File: src/hw/rtl/hgpp_pkg.sv
// Shared types, widths and constants of the hex grid point picker.
package hgpp_pkg;

    localparam int POINT_W    = 16;
    localparam int DIM_W      = 8;
    localparam int COUNT_W    = 7;
    localparam int TILE_IDX_W = 12;
    localparam int CFG_IDX_W  = 2;

    localparam int MAP_W   = 18;
    localparam int COORD_W = 19;
    localparam int IDX_W   = 2 * COUNT_W;
    localparam int CNT_W   = COUNT_W + 2;
    localparam int SQ_W    = 2 * COORD_W;
    localparam int D2_W    = SQ_W + 1;
    localparam int D25_W   = D2_W + 5;
    localparam int H2_W    = 2 * DIM_W;
    localparam int LIMIT_W = H2_W + 7;

    localparam int RADIUS_NUM = 121;

    localparam int QUEUE_DEPTH = 2;

    localparam int DEF_MAX_ROWS = 64;
    localparam int DEF_MAX_COLS = 64;

    localparam logic [CFG_IDX_W-1:0] CFG_TILE_WIDTH  = 2'd0;
    localparam logic [CFG_IDX_W-1:0] CFG_TILE_HEIGHT = 2'd1;
    localparam logic [CFG_IDX_W-1:0] CFG_ROW_COUNT   = 2'd2;
    localparam logic [CFG_IDX_W-1:0] CFG_COL_COUNT   = 2'd3;

    localparam logic [DIM_W-1:0]   RST_TILE_WIDTH  = 8'd64;
    localparam logic [DIM_W-1:0]   RST_TILE_HEIGHT = 8'd64;
    localparam logic [COUNT_W-1:0] RST_ROW_COUNT   = 7'd1;
    localparam logic [COUNT_W-1:0] RST_COL_COUNT   = 7'd1;

    typedef struct packed {
        logic [DIM_W-1:0]   w;
        logic [DIM_W-1:0]   h;
        logic [COUNT_W-1:0] rows;
        logic [COUNT_W-1:0] cols;
    } t_cfg;

    typedef struct packed {
        logic [POINT_W-1:0] x;
        logic [POINT_W-1:0] y;
        logic               skip;
        logic [COUNT_W-1:0] start;
    } t_job;

    function automatic logic [DIM_W+1:0] triple(input logic [DIM_W-1:0] v);
        return {2'b00, v} + {1'b0, v, 1'b0};
    endfunction

endpackage

File: src/hw/rtl/hgpp_point_if.sv
// Query point channel.
interface hgpp_point_if;
    logic                         valid;
    logic                         ready;
    logic [hgpp_pkg::POINT_W-1:0] point_x;
    logic [hgpp_pkg::POINT_W-1:0] point_y;

    modport source (output valid, output point_x, output point_y, input ready);
    modport sink   (input valid, input point_x, input point_y, output ready);
endinterface

File: src/hw/rtl/hgpp_result_if.sv
// Picked tile result channel.
interface hgpp_result_if;
    logic                            valid;
    logic                            ready;
    logic                            hit;
    logic [hgpp_pkg::TILE_IDX_W-1:0] tile_index;

    modport source (output valid, output hit, output tile_index, input ready);
    modport sink   (input valid, input hit, input tile_index, output ready);
endinterface

File: src/hw/rtl/hgpp_front.sv
// Front end: accepts points, checks map bounds and finds the start row.
module hgpp_front (
    input  logic            i_clk,
    input  logic            i_rst_n,
    input  hgpp_pkg::t_cfg  i_cfg,
    hgpp_point_if.sink      i_point,
    output logic            o_push_valid,
    input  logic            i_push_ready,
    output hgpp_pkg::t_job  o_job
);
    import hgpp_pkg::*;

    typedef enum logic [2:0] {
        F_IDLE,
        F_BOUND,
        F_CHECK,
        F_SCAN,
        F_PUSH
    } t_fstate;

    t_fstate            r_state;
    logic [POINT_W-1:0] r_x;
    logic [POINT_W-1:0] r_y;
    logic [MAP_W-1:0]   r_map_w4;
    logic [MAP_W-1:0]   r_map_h4;
    logic [MAP_W-1:0]   r_acc;
    logic [COUNT_W-1:0] r_i;
    logic               r_skip;
    logic [COUNT_W-1:0] r_start;

    logic [MAP_W-1:0] h3;
    logic [MAP_W-1:0] pitch;
    logic [MAP_W-1:0] px4;
    logic [MAP_W-1:0] py4;
    logic [MAP_W-1:0] wc;
    logic [MAP_W-1:0] hr;
    logic [COUNT_W-1:0] last_row;

    assign h3       = MAP_W'(triple(i_cfg.h));
    assign pitch    = h3 >> 2;
    assign px4      = {r_x, 2'b00};
    assign py4      = {r_y, 2'b00};
    assign last_row = i_cfg.rows - 7'd1;
    assign wc       = MAP_W'(i_cfg.w) * MAP_W'(i_cfg.cols);
    assign hr       = h3 * MAP_W'(last_row);

    assign i_point.ready = (r_state == F_IDLE);
    assign o_push_valid  = (r_state == F_PUSH);
    assign o_job         = '{x: r_x, y: r_y, skip: r_skip, start: r_start};

    always_ff @(posedge i_clk) begin
        if (!i_rst_n) begin
            r_state <= F_IDLE;
        end else begin
            unique case (r_state)
                F_IDLE: begin
                    if (i_point.valid) begin
                        r_x     <= i_point.point_x;
                        r_y     <= i_point.point_y;
                        r_state <= F_BOUND;
                    end
                end
                F_BOUND: begin
                    r_map_w4 <= (wc << 2) + ((i_cfg.rows > 7'd1) ? (MAP_W'(i_cfg.w) << 1)
                                                                : MAP_W'(0));
                    r_map_h4 <= (MAP_W'(i_cfg.h) << 2) + hr;
                    r_state  <= F_CHECK;
                end
                F_CHECK: begin
                    if (i_cfg.rows == '0 || i_cfg.cols == '0 ||
                        px4 > r_map_w4 || py4 > r_map_h4) begin
                        r_skip  <= 1'b1;
                        r_start <= '0;
                        r_state <= F_PUSH;
                    end else if (r_y < POINT_W'(i_cfg.h)) begin
                        r_skip  <= 1'b0;
                        r_start <= '0;
                        r_state <= F_PUSH;
                    end else if (py4 > r_map_h4 - h3) begin
                        r_skip  <= 1'b0;
                        r_start <= last_row;
                        r_state <= F_PUSH;
                    end else begin
                        r_skip  <= 1'b0;
                        r_acc   <= MAP_W'(i_cfg.h);
                        r_i     <= '0;
                        r_state <= F_SCAN;
                    end
                end
                F_SCAN: begin
                    if (MAP_W'(r_y) < r_acc) begin
                        r_start <= r_i;
                        r_state <= F_PUSH;
                    end else if (r_i == last_row) begin
                        r_start <= '0;
                        r_state <= F_PUSH;
                    end else begin
                        r_acc <= r_acc + pitch;
                        r_i   <= r_i + 7'd1;
                    end
                end
                F_PUSH: begin
                    if (i_push_ready) begin
                        r_state <= F_IDLE;
                    end
                end
                default: r_state <= F_IDLE;
            endcase
        end
    end

endmodule

File: src/hw/rtl/hgpp_queue.sv
// Short job queue between the front and back ends.
module hgpp_queue (
    input  logic            i_clk,
    input  logic            i_rst_n,
    input  logic            i_push_valid,
    output logic            o_push_ready,
    input  hgpp_pkg::t_job  i_job,
    output logic            o_pop_valid,
    input  logic            i_pop,
    output hgpp_pkg::t_job  o_job
);
    import hgpp_pkg::*;

    localparam int PTR_W = (QUEUE_DEPTH > 1) ? $clog2(QUEUE_DEPTH) : 1;
    localparam int CNT_QW = $clog2(QUEUE_DEPTH + 1);

    t_job              r_entry [QUEUE_DEPTH];
    logic [PTR_W-1:0]  r_wr_ptr;
    logic [PTR_W-1:0]  r_rd_ptr;
    logic [CNT_QW-1:0] r_count;

    logic do_push;
    logic do_pop;

    assign o_push_ready = (r_count != CNT_QW'(QUEUE_DEPTH));
    assign o_pop_valid  = (r_count != '0);
    assign o_job        = r_entry[r_rd_ptr];
    assign do_push      = i_push_valid && o_push_ready;
    assign do_pop       = i_pop && o_pop_valid;

    always_ff @(posedge i_clk) begin
        if (do_push) begin
            r_entry[r_wr_ptr] <= i_job;
        end
    end

    always_ff @(posedge i_clk) begin
        if (!i_rst_n) begin
            r_wr_ptr <= '0;
            r_rd_ptr <= '0;
            r_count  <= '0;
        end else begin
            if (do_push) begin
                r_wr_ptr <= (r_wr_ptr == PTR_W'(QUEUE_DEPTH - 1)) ? '0 : r_wr_ptr + PTR_W'(1);
            end
            if (do_pop) begin
                r_rd_ptr <= (r_rd_ptr == PTR_W'(QUEUE_DEPTH - 1)) ? '0 : r_rd_ptr + PTR_W'(1);
            end
            case ({do_push, do_pop})
                2'b10:   r_count <= r_count + CNT_QW'(1);
                2'b01:   r_count <= r_count - CNT_QW'(1);
                default: r_count <= r_count;
            endcase
        end
    end

endmodule

File: src/hw/rtl/hgpp_back.sv
// Back end: walks candidate tiles, keeps the nearest hit and holds the result.
module hgpp_back (
    input  logic            i_clk,
    input  logic            i_rst_n,
    input  hgpp_pkg::t_cfg  i_cfg,
    input  logic            i_job_valid,
    output logic            o_pop,
    input  hgpp_pkg::t_job  i_job,
    hgpp_result_if.source   o_result
);
    import hgpp_pkg::*;

    typedef enum logic [2:0] {
        B_IDLE,
        B_INIT,
        B_RUN,
        B_DRAIN,
        B_DONE
    } t_bstate;

    t_bstate            r_state;
    t_job               r_job;
    logic [COORD_W-1:0] r_cx;
    logic [COORD_W-1:0] r_cy;
    logic [IDX_W-1:0]   r_idx;
    logic [COUNT_W-1:0] r_c;
    logic [COUNT_W-1:0] r_r;
    logic [CNT_W-1:0]   r_cnt;
    logic               r_found;
    logic [D2_W-1:0]    r_best;
    logic [IDX_W-1:0]   r_best_idx;
    logic               r_out_valid;
    logic               r_out_hit;
    logic [TILE_IDX_W-1:0] r_out_idx;

    logic [H2_W-1:0]    r_h2;
    logic [LIMIT_W-1:0] r_limit;

    logic               r1_v, r2_v, r3_v, r4_v;
    logic               r1_last, r2_last, r3_last, r4_last;
    logic [IDX_W-1:0]   r1_idx, r2_idx, r3_idx, r4_idx;
    logic [COORD_W-1:0] r1_dx, r1_dy;
    logic [SQ_W-1:0]    r2_dx2, r2_dy2;
    logic [D2_W-1:0]    r3_d2, r4_d2;
    logic [D25_W-1:0]   r4_d25;

    logic [COORD_W-1:0] px, py;
    logic [DIM_W+1:0]   h3;
    logic [COORD_W-1:0] step_x, step_y;
    logic [COUNT_W+DIM_W+2:0] cy_mul;
    logic [IDX_W-1:0]   idx_mul;
    logic               gen_last;
    logic               row_end;
    logic               next_odd;

    assign px       = {1'b0, r_job.x, 2'b00};
    assign py       = {1'b0, r_job.y, 2'b00};
    assign h3       = triple(i_cfg.h);
    assign step_x   = COORD_W'({i_cfg.w, 2'b00});
    assign step_y   = COORD_W'(h3);
    assign cy_mul   = (COUNT_W+DIM_W+3)'(h3) * (COUNT_W+DIM_W+3)'(r_job.start);
    assign idx_mul  = IDX_W'(r_job.start) * IDX_W'(i_cfg.cols);
    assign row_end  = (r_c == i_cfg.cols - 7'd1);
    assign gen_last = (r_cnt == CNT_W'(1)) || (row_end && r_r == i_cfg.rows - 7'd1);
    assign next_odd = ~r_r[0];

    assign o_pop               = (r_state == B_IDLE) && i_job_valid;
    assign o_result.valid      = r_out_valid;
    assign o_result.hit        = r_out_hit;
    assign o_result.tile_index = r_out_idx;

    always_ff @(posedge i_clk) begin
        r_h2    <= H2_W'(i_cfg.h) * H2_W'(i_cfg.h);
        r_limit <= LIMIT_W'(r_h2) * LIMIT_W'(RADIUS_NUM);
    end

    always_ff @(posedge i_clk) begin
        if (!i_rst_n) begin
            r1_v <= 1'b0;
            r2_v <= 1'b0;
            r3_v <= 1'b0;
            r4_v <= 1'b0;
        end else begin
            r1_v <= (r_state == B_RUN);
            r2_v <= r1_v;
            r3_v <= r2_v;
            r4_v <= r3_v;
        end
        r1_last <= gen_last;
        r1_idx  <= r_idx;
        r1_dx   <= (px > r_cx) ? px - r_cx : r_cx - px;
        r1_dy   <= (py > r_cy) ? py - r_cy : r_cy - py;
        r2_last <= r1_last;
        r2_idx  <= r1_idx;
        r2_dx2  <= SQ_W'(r1_dx) * SQ_W'(r1_dx);
        r2_dy2  <= SQ_W'(r1_dy) * SQ_W'(r1_dy);
        r3_last <= r2_last;
        r3_idx  <= r2_idx;
        r3_d2   <= D2_W'(r2_dx2) + D2_W'(r2_dy2);
        r4_last <= r3_last;
        r4_idx  <= r3_idx;
        r4_d2   <= r3_d2;
        r4_d25  <= D25_W'(r3_d2) + (D25_W'(r3_d2) << 3) + (D25_W'(r3_d2) << 4);
    end

    always_ff @(posedge i_clk) begin
        if (!i_rst_n) begin
            r_state     <= B_IDLE;
            r_out_valid <= 1'b0;
            r_found     <= 1'b0;
        end else begin
            if (r_out_valid && o_result.ready && r_state != B_DONE) begin
                r_out_valid <= 1'b0;
            end
            if (r4_v && r4_d25 < D25_W'(r_limit) && (!r_found || r4_d2 < r_best)) begin
                r_found    <= 1'b1;
                r_best     <= r4_d2;
                r_best_idx <= r4_idx;
            end
            unique case (r_state)
                B_IDLE: begin
                    if (i_job_valid) begin
                        r_job   <= i_job;
                        r_found <= 1'b0;
                        r_state <= i_job.skip ? B_DONE : B_INIT;
                    end
                end
                B_INIT: begin
                    r_cx    <= r_job.start[0] ? COORD_W'({i_cfg.w, 2'b00})
                                              : COORD_W'({i_cfg.w, 1'b0});
                    r_cy    <= COORD_W'(cy_mul) + COORD_W'({i_cfg.h, 1'b0});
                    r_idx   <= idx_mul;
                    r_c     <= '0;
                    r_r     <= r_job.start;
                    r_cnt   <= CNT_W'({i_cfg.cols, 1'b0}) + CNT_W'(1);
                    r_state <= B_RUN;
                end
                B_RUN: begin
                    r_idx <= r_idx + IDX_W'(1);
                    r_cnt <= r_cnt - CNT_W'(1);
                    if (row_end) begin
                        r_c  <= '0;
                        r_r  <= r_r + 7'd1;
                        r_cx <= next_odd ? COORD_W'({i_cfg.w, 2'b00})
                                         : COORD_W'({i_cfg.w, 1'b0});
                        r_cy <= r_cy + step_y;
                    end else begin
                        r_c  <= r_c + 7'd1;
                        r_cx <= r_cx + step_x;
                    end
                    if (gen_last) begin
                        r_state <= B_DRAIN;
                    end
                end
                B_DRAIN: begin
                    if (r4_v && r4_last) begin
                        r_state <= B_DONE;
                    end
                end
                B_DONE: begin
                    if (!r_out_valid || o_result.ready) begin
                        r_out_valid <= 1'b1;
                        r_out_hit   <= r_found;
                        r_out_idx   <= r_found ? r_best_idx[TILE_IDX_W-1:0] : '0;
                        r_state     <= B_IDLE;
                    end
                end
                default: r_state <= B_IDLE;
            endcase
        end
    end

endmodule

File: src/hw/rtl/hex_grid_point_picker.sv
// Top level of the hex grid point picker: configuration registers and the front/back ends.
// Maps a pixel point to the index of the nearest hexagonal tile centre within 0.55 tile heights,
// on a grid whose odd rows are shifted by half a tile and whose rows are 3/4 tile height apart.
// Configuration registers are written through i_cfg_we/i_cfg_idx/i_cfg_data, and the user
// must write them only while no query is in flight; the block does not enforce this. The front
// end takes a point, checks it against the map bounds in its BOUND and CHECK states and, where
// that does not settle the start row, scans the row pitch one row per cycle (up to row_count
// rows) to find it. A two-entry queue hands the job to the back end, which tests one candidate
// tile per cycle, 2*col_count+1 candidates at most, through a four-stage distance pipeline,
// then loads the output register once the previous result is taken. A point off the map skips
// the candidate walk; the front end works on the next point meanwhile.
module hex_grid_point_picker #(
    parameter int MAX_ROWS = hgpp_pkg::DEF_MAX_ROWS,
    parameter int MAX_COLS = hgpp_pkg::DEF_MAX_COLS
) (
    input  logic                             i_clk,
    input  logic                             i_rst_n,
    input  logic                             i_cfg_we,
    input  logic [hgpp_pkg::CFG_IDX_W-1:0]   i_cfg_idx,
    input  logic [hgpp_pkg::DIM_W-1:0]       i_cfg_data,
    hgpp_point_if.sink                       i_point,
    hgpp_result_if.source                    o_result
);
    import hgpp_pkg::*;

    logic [DIM_W-1:0]   r_tile_width;
    logic [DIM_W-1:0]   r_tile_height;
    logic [COUNT_W-1:0] r_row_count;
    logic [COUNT_W-1:0] r_col_count;

    t_cfg cfg;
    t_job front_job;
    t_job queue_job;
    logic push_valid;
    logic push_ready;
    logic job_valid;
    logic job_pop;

    always_ff @(posedge i_clk) begin
        if (!i_rst_n) begin
            r_tile_width  <= RST_TILE_WIDTH;
            r_tile_height <= RST_TILE_HEIGHT;
            r_row_count   <= RST_ROW_COUNT;
            r_col_count   <= RST_COL_COUNT;
        end else if (i_cfg_we) begin
            unique case (i_cfg_idx)
                CFG_TILE_WIDTH:  r_tile_width  <= i_cfg_data;
                CFG_TILE_HEIGHT: r_tile_height <= i_cfg_data;
                CFG_ROW_COUNT:   r_row_count   <= i_cfg_data[COUNT_W-1:0];
                CFG_COL_COUNT:   r_col_count   <= i_cfg_data[COUNT_W-1:0];
                default: ;
            endcase
        end
    end

    assign cfg.w    = r_tile_width;
    assign cfg.h    = r_tile_height;
    assign cfg.rows = (32'(r_row_count) > MAX_ROWS) ? COUNT_W'(MAX_ROWS) : r_row_count;
    assign cfg.cols = (32'(r_col_count) > MAX_COLS) ? COUNT_W'(MAX_COLS) : r_col_count;

    hgpp_front u_front (
        .i_clk        (i_clk),
        .i_rst_n      (i_rst_n),
        .i_cfg        (cfg),
        .i_point      (i_point),
        .o_push_valid (push_valid),
        .i_push_ready (push_ready),
        .o_job        (front_job)
    );

    hgpp_queue u_queue (
        .i_clk        (i_clk),
        .i_rst_n      (i_rst_n),
        .i_push_valid (push_valid),
        .o_push_ready (push_ready),
        .i_job        (front_job),
        .o_pop_valid  (job_valid),
        .i_pop        (job_pop),
        .o_job        (queue_job)
    );

    hgpp_back u_back (
        .i_clk       (i_clk),
        .i_rst_n     (i_rst_n),
        .i_cfg       (cfg),
        .i_job_valid (job_valid),
        .o_pop       (job_pop),
        .i_job       (queue_job),
        .o_result    (o_result)
    );

endmodule
File: src/flat_wrapper.sv
// flat-port wrapper written by rule: the top's interface ports become plain ports
module hex_grid_point_picker_flat import hgpp_pkg::*;
#(
    parameter int MAX_ROWS = hgpp_pkg::DEF_MAX_ROWS,
    parameter int MAX_COLS = hgpp_pkg::DEF_MAX_COLS
)
  (i_clk, i_rst_n, i_cfg_we, i_cfg_idx, i_cfg_data, i_point_valid, i_point_point_x, i_point_point_y, i_point_ready, o_result_valid, o_result_hit, o_result_tile_index, o_result_ready);
  hgpp_point_if i_point_i ();
  hgpp_result_if o_result_i ();
  input  logic i_clk;
  input  logic i_rst_n;
  input  logic i_cfg_we;
  input  logic [hgpp_pkg::CFG_IDX_W-1:0] i_cfg_idx;
  input  logic [hgpp_pkg::DIM_W-1:0] i_cfg_data;
  input wire logic [$bits(i_point_i.valid)-1:0] i_point_valid;
  input wire logic [$bits(i_point_i.point_x)-1:0] i_point_point_x;
  input wire logic [$bits(i_point_i.point_y)-1:0] i_point_point_y;
  output wire logic [$bits(i_point_i.ready)-1:0] i_point_ready;
  output wire logic [$bits(o_result_i.valid)-1:0] o_result_valid;
  output wire logic [$bits(o_result_i.hit)-1:0] o_result_hit;
  output wire logic [$bits(o_result_i.tile_index)-1:0] o_result_tile_index;
  input wire logic [$bits(o_result_i.ready)-1:0] o_result_ready;
  assign i_point_i.valid = i_point_valid;
  assign i_point_i.point_x = i_point_point_x;
  assign i_point_i.point_y = i_point_point_y;
  assign i_point_ready = i_point_i.ready;
  assign o_result_valid = o_result_i.valid;
  assign o_result_hit = o_result_i.hit;
  assign o_result_tile_index = o_result_i.tile_index;
  assign o_result_i.ready = o_result_ready;
  hex_grid_point_picker #(.MAX_ROWS(MAX_ROWS), .MAX_COLS(MAX_COLS)) u_core (.i_clk(i_clk), .i_rst_n(i_rst_n), .i_cfg_we(i_cfg_we), .i_cfg_idx(i_cfg_idx), .i_cfg_data(i_cfg_data), .i_point(i_point_i), .o_result(o_result_i));
endmodule
File: config.mk
export PLATFORM = sky130hd
export DESIGN_NAME = hex_grid_point_picker_flat
export DESIGN_NICKNAME = d
export VERILOG_FILES = /design/src/hw/rtl/hgpp_pkg.sv /design/src/hw/rtl/hgpp_point_if.sv /design/src/hw/rtl/hgpp_result_if.sv /design/src/hw/rtl/hgpp_front.sv /design/src/hw/rtl/hgpp_queue.sv /design/src/hw/rtl/hgpp_back.sv /design/src/hw/rtl/hex_grid_point_picker.sv /design/src/flat_wrapper.sv
export SDC_FILE = /design/constraint.sdc
export NUM_CORES = 2
export LEC_CHECK = 0
export ABC_AREA = 1
export CORE_MARGIN = 2
export CORE_UTILIZATION = 65
export CTS_BUF_LIST = sky130_fd_sc_hd__clkbuf_8 sky130_fd_sc_hd__clkbuf_16
export CTS_CLUSTER_SIZE = 20
export DETAILED_ROUTE_END_ITERATION = 8
export DONT_BUFFER_PORTS = 1
export GPL_ROUTABILITY_DRIVEN = 1
export GPL_TIMING_DRIVEN = 0
export PLACE_DENSITY = 0.81
export SYNTH_ARGS = -nofsm -noshare
export SYNTH_HDL_FRONTEND = slang
export SYNTH_SLANG_ARGS = --single-unit
File: constraint.sdc
create_clock -name i_clk -period 15.02 [get_ports i_clk]
set_input_delay 2.253 -clock i_clk [delete_from_list [all_inputs] [get_ports i_clk]]
set_output_delay 2.253 -clock i_clk [all_outputs]
set_load 0.1 [all_outputs]
* After elaboration in Yosys (flattened, before gate mapping)
Memories as Yosys holds them, arrays and structs flattened. A register that Yosys moved wholly into a read port is not among the register bits. Index checks and enable logic that the tools add are counted.
Word-level totals: register bits 652, RAM bits 80, bits of input ports 47, output and inout bits 15, word-level logic and storage cells 239, memories 1
Memory list:
- u_core.u_queue.r_entry | words 2, bits a word 40, read ports 1, clocked after memory_dff 1, write ports 1, RTL line hgpp_queue.sv:17 | t_job r_entry [QUEUE_DEPTH];
Operators by class: $add $sub $neg 27, multipliers 8, order comparisons 12, equality and inequality tests 33, mux-type cells 63, reductions and logical operators 42
Operators by type and width (count):
- $mux 7 | 14
- $mux 18 | 5
- $mul 19x19->38 | 2
- $mux 19 | 4
- $pmux 19 s2 | 2
- $pmux 7 s2 | 4
- $gt 18x18->1 | 3
- $add 43x43->44 | 1
- $lt 44x23->1 | 1
- $add 39x42->43 | 1
- $add 38x38->39 | 1
- $lt 39x39->1 | 1
- $add 19x10->19 | 2
- $gt 18x19->1 | 2
- $sub 18x19->19 | 2
- $sub 19x18->19 | 2
- $add 17x9->18 | 2
- $mux 3 | 12
- $pmux 18 s2 | 1
- $mul 10x7->17 | 2
- $pmux 3 s5 | 2
- $pmux 14 s2 | 1
- $ne 2x2->1 const B | 12
- $mul 16x7->23 const B | 1
- other kinds (45) | 105

* Logic depth before layout (Yosys ltp)
word-level depth 8, depth in mapped cells 37, depth with buffers taken out 37

* Hierarchy
Synthesis repeated with hierarchy kept, for this count alone.
Unflattened totals: cell total of the unflattened synthesis 8237, area, all modules 70224.9 µm²
Modules (own cells, without submodules):
- hgpp_back | times used 1, cells each 6394, area an instance 53659.0 µm², sequential area each 11711.2 µm²
- hgpp_front | times used 1, cells each 1490, area an instance 12086.6 µm², sequential area each 3062.9 µm²
- hgpp_queue | times used 1, cells each 160, area an instance 3138.0 µm², sequential area each 2502.4 µm²
- hex_grid_point_picker | times used 1, cells each 193, area an instance 1341.3 µm², sequential area each 600.6 µm²

* Worst setup path before layout
OpenSTA, ideal clock, no wires.
path kind register to register, start point reg u_core.r_tile_height[1], end point reg u_core.u_front.r_acc[0] (enable), library setup time 0.444 ns, arrival 6.216 ns, data required time 14.576 ns, path slack 8.360 ns, stages on the path, launching flop included 29, buffers on the path 0, period minus slack after synthesis 6.660 ns, cell sequence dfxtp_1 ha_1 fa_1 nand2_1 inv_1 nor2_1 clkinv_1 ha_1 inv_1 o21bai_1 a31oi_1 o21bai_1 nand2_1 nand2_1 a21oi_1 nand3_1 xor2_1 ha_1 nand2_1 nor2_1 inv_1 nor2_1 nand4_1 nand2_1 nand2_1 inv_1 nand2_1 nand2_1 nor3b_1
Between the ends: word-level cells in the longest chain between the ends 5
Ends and longest elaborated chain:
- start, declared | RTL line hex_grid_point_picker.sv:27 | logic [DIM_W-1:0] r_tile_height;
- start signal, assigned | RTL line hex_grid_point_picker.sv:48 | CFG_TILE_HEIGHT: r_tile_height <= i_cfg_data;
- $add 8x9->10 | RTL line hgpp_pkg.sv:52 | return {2'b00, v} + {1'b0, v, 1'b0};
- $sub 18x10->18 | RTL line hgpp_front.sv:79 | end else if (py4 > r_map_h4 - h3) begin
- $gt 18x18->1 | RTL line hgpp_front.sv:79
- $ne 2x2->1 (no line)
- $reduce_and 7->1 (no line) (*)
- end signal, assigned | RTL line hgpp_front.sv:85 | r_acc <= MAP_W'(i_cfg.h);
- end signal, assigned | RTL line hgpp_front.sv:98 | r_acc <= r_acc + pitch;
- end, declared | RTL line hgpp_front.sv:26 | logic [MAP_W-1:0] r_acc;
Every way passes the cells marked *; elsewhere a longest branch is shown, timed or not. A chain may end at the register's enable or synchronous reset.

* Final worst setup path
start point reg u_core.r_tile_height[0], end point reg u_core.u_front.r_acc[17] (enable)
The elaborated chain is that of the path after synthesis.

==> run summary <==
The flow ran to the end, and the final reports show no timing, DRC or antenna violations. Clock skew on the completed layout was measured at 0.0461 ns. The layout-stage area growth over the synthesis result is 6.95%, and the number of max-slew violations in the final report is 0. TritonCTS built the clock tree. Yosys mapped the design onto 65 distinct sky130hd cell types.

Depth of the CTS H-tree: 3. Tracing the worst setup path back leads to its startpoint at u_core.r_tile_height[0]$_SDFFE_PN0P_. The endpoint of the worst-slack reg-to-reg timing path is u_core.u_front.r_acc[17]$_SDFFCE_PP0P_. The number of buffers created by CTS was 77; the clock slew at the register clock pins of the worst setup and hold paths was 0.07 ns. The number of port buffers is 0.

Setup slack on the worst reg-to-reg path comes out at 7.54 ns. For this configuration, the core starts out at a cell density of 65.4%. The total number of yosys warnings is 0. The core region is 105000 sq um. Clock latency on the worst-skew pair, taken at its later pin, is 0.72 ns.

The clock drives 716 sinks. Global routing finished with a remaining overflow of 0. The final count of hold timing violations was 0. The tools report the sequential element share of the synthesized area as 26.0%. In this run the clock root is driven by a clkbuf_16.

The number of global-route vias before repair came out at 55029. In this run the most critical hold path is launched from u_core.u_back.r2_idx[9]$_DFF_P_. In this run the post-CTS setup repair buffer count came out at 0. Data on the critical path is required at its endpoint by 15.42 ns. The worst setup path is launched from a flop. The worst pin sits at a relative slew slack of 12.3%.

Number of DRC violations after detailed-routing iteration 0: 4340. The share of cells above drive strength 1 was 3.46%. After layout, the minimum clock period comes to 7.48 ns. The floorplan step defined a die boundary enclosing 108000 sq um. In this run the horizontal extent of the chip is 329 um. At the end of the flow, the number of nets in the layout was 9696.

The number of top-level design ports is 62, and the highest clock frequency the design can meet is 134 MHz. In this design, the stage delay of the slowest critical-path cell is 0.97 ns. Final weighted congestion in routability-driven placement: 0.983.

The library cell used most frequently in the layout, excluding fill and tap cells, is inv_1. Wire length per cell: 18.7 um. The top cell types in the final layout, fill and taps aside, are inv_1 (1753), nand2_1 (1520), ha_1 (807). In this run the deepest clock path goes through 3 buffers. The number of gates resized after CTS was 0. The length in cells of the worst reg-to-reg path was 29. The first detailed-routing pass took 5 iterations. The remaining design rule violation count was 0. In this run the worst hold path is classified as flop to flop. The async set or reset register ratio after synthesis was 0%; the wire length reported by the detailed router was 180 mm.

From bottom edge to top edge, the die measures 329 um. The mean area per synthesized cell was 8.56 sq um; the number of enable flip-flop cells after synthesis was 354. The worst hold path terminates at u_core.u_back.r3_idx[9]$_DFF_P_. Synthesis inferred 716 register bits. The synthesized area came out at 68800 sq um. In the routed layout, each cell is associated on average with a via count of 5.60.

The total via count in the routed design came out at 53685. The post-DP HPWL is 145 mm. Along the worst path, the maximum fanout reaches 12. The slew at the pin closest to its max-slew limit is 1.31 ns. For this run, the leading register cell type out of synthesis is dfxtp_1. Entering global routing, the biggest net connects 31 pins.

Across the run, the number of max-cap violations was 0. Hold is met by 0.325 ns. The period utilization is 49.8%.

The critical path's slowest cell was nor2_1. The share of the synthesized area in the top cell type was 20.9%. The critical path is of the flop to flop type. By area the synthesized netlist is led by fa_1 (21%), edfxtp_1 (15%), ha_1 (15%).

For the number of antenna violations at the first check in global routing, the log shows 6. The cell count after synthesis came out at 8029. The startpoint identified for the worst register-to-register timing path is u_core.r_tile_height[0]$_SDFFE_PN0P_. STA classifies the critical path endpoint as a flop. The biggest area consumer among synthesized cells was fa_1.

Number of hold buffers added after cts: 0. The setup total negative slack is 0 ns, and the first-pass GRT wire length is 285 mm. The tools report the placement row count as 119. The cell count of the worst hold path works out to 0. Data arrives at the worst endpoint at 7.88 ns. In this design, the critical path's most frequently occurring cell is nand2_1. The tools report the remaining antenna violation count after routing as 0. Setup violations remaining at the end of the flow were counted as 0. Setup repair after global routing left no endpoint under its margin. Global routing used 33.6% of the available tracks.
## stage by stage
stage | utilization [%] | cell area [sq um] | setup WS [ns] | instances
global route | 70.0 | 73500 | 7.17 | 9586
CTS | 69.9 | 73500 | 7.79 | 9575
global placement | 67.1 | 70500 | 5.45 | 9421
finish | 70.0 | 73500 | 7.54 | 9587
floorplan | - | 68800 | 8.36 | 8030
detailed placement | 67.4 | 70800 | 7.81 | 9435
## routing by layer
| metal | vias up | global-route usage, % | wire length [um] |
|---|---|---|---|
| li1 | 25438 | - | - |
| met1 | 25509 | 40.8 | 69700 |
| met2 | 2204 | 56.7 | 85200 |
| met3 | 532 | 6.12 | 13600 |
| met4 | 2 | 18.5 | 11000 |
| met5 | - | 0 | 13 |
## area by class of cell
class	count	area, sq um
multi-input combinational	5393	43700
sequential	716	17900
clock buffer	87	2100
inverter	1772	6650
antenna	12	30.0
clock inverter	53	572
timing repair buffer	14	256
buffer	149	624
tap	1391	1740
fill	8212	31600
## worst max path at each step
stage,end,slack [ns],cells past startpoint
2_1_floorplan,u_core.u_front.r_acc[0]$_DFFE_PP_,8.36,28
3_3_place_gp,u_core.u_front.r_acc[13]$_SDFFCE_PP0P_,5.45,28
3_5_place_dp,u_core.u_front.r_acc[13]$_SDFFCE_PP0P_,7.81,29
4_1_cts,u_core.u_front.r_acc[17]$_SDFFCE_PP0P_,7.79,29
5_1_grt,u_core.u_front.r_acc[17]$_SDFFCE_PP0P_,7.17,29
6_report,u_core.u_front.r_acc[17]$_SDFFCE_PP0P_,7.54,29
## Yosys cell counts, drive strengths merged (49+ instances only)
cell type / count
a21o: 50
a21oi: 448
a31oi: 58
clkbuf: 108
dfxtp: 362
edfxtp: 354
fa: 719
ha: 807
inv: 1758
nand2: 1541
nand3: 221
nand4: 49
nor2: 552
nor3: 66
o21ai: 313
xnor2: 87
xor2: 219
## critical path: cells and delay by family, from the launching register on
kind / cells / cell delay [ns]
AO/OA/AOI/OAI: 4 / 0.85
flip-flops: 1 / 0.51
AND/OR/NAND/NOR: 14 / 2.78
adder cells (fa/ha/maj): 4 / 1.57
buffers and inverters: 6 / 1.30
XOR/XNOR: 1 / 0.18
## state kept, by name, indices dropped and copies added (netlist names), 19 cells and up, named ones only
register	cells
u_core.u_queue.r_entry	80
u_core.u_back.r4_d25	43
u_core.u_back.r3_d2	38
u_core.u_back.r_best	38
u_core.u_back.r2_dy2	37
u_core.u_back.r4_d2	36
u_core.u_back.r2_dx2	35
u_core.u_back.r_limit	22
u_core.u_back.r1_dy	19
u_core.u_back.r_cy	19
## cell families (layout without fill, tap and decap cells)
| family | count (synthesis) | in the layout | synth area share, % |
|---|---|---|---|
| other | 1 | 14 | 0.00545 |
| flip-flops | 716 | 716 | 26.0 |
| adder cells (fa/ha/maj) | 1526 | 1526 | 35.6 |
| XOR/XNOR | 306 | 306 | 3.91 |
| buffers and inverters | 1921 | 2075 | 10.6 |
| multiplexers | 41 | 41 | 0.671 |
| AO/OA/AOI/OAI | 1027 | 1027 | 8.43 |
| AND/OR/NAND/NOR | 2491 | 2491 | 14.8 |
Power is not shown: default switching activity piles up to over one toggle a cycle in this logic, so the estimate is an artifact.
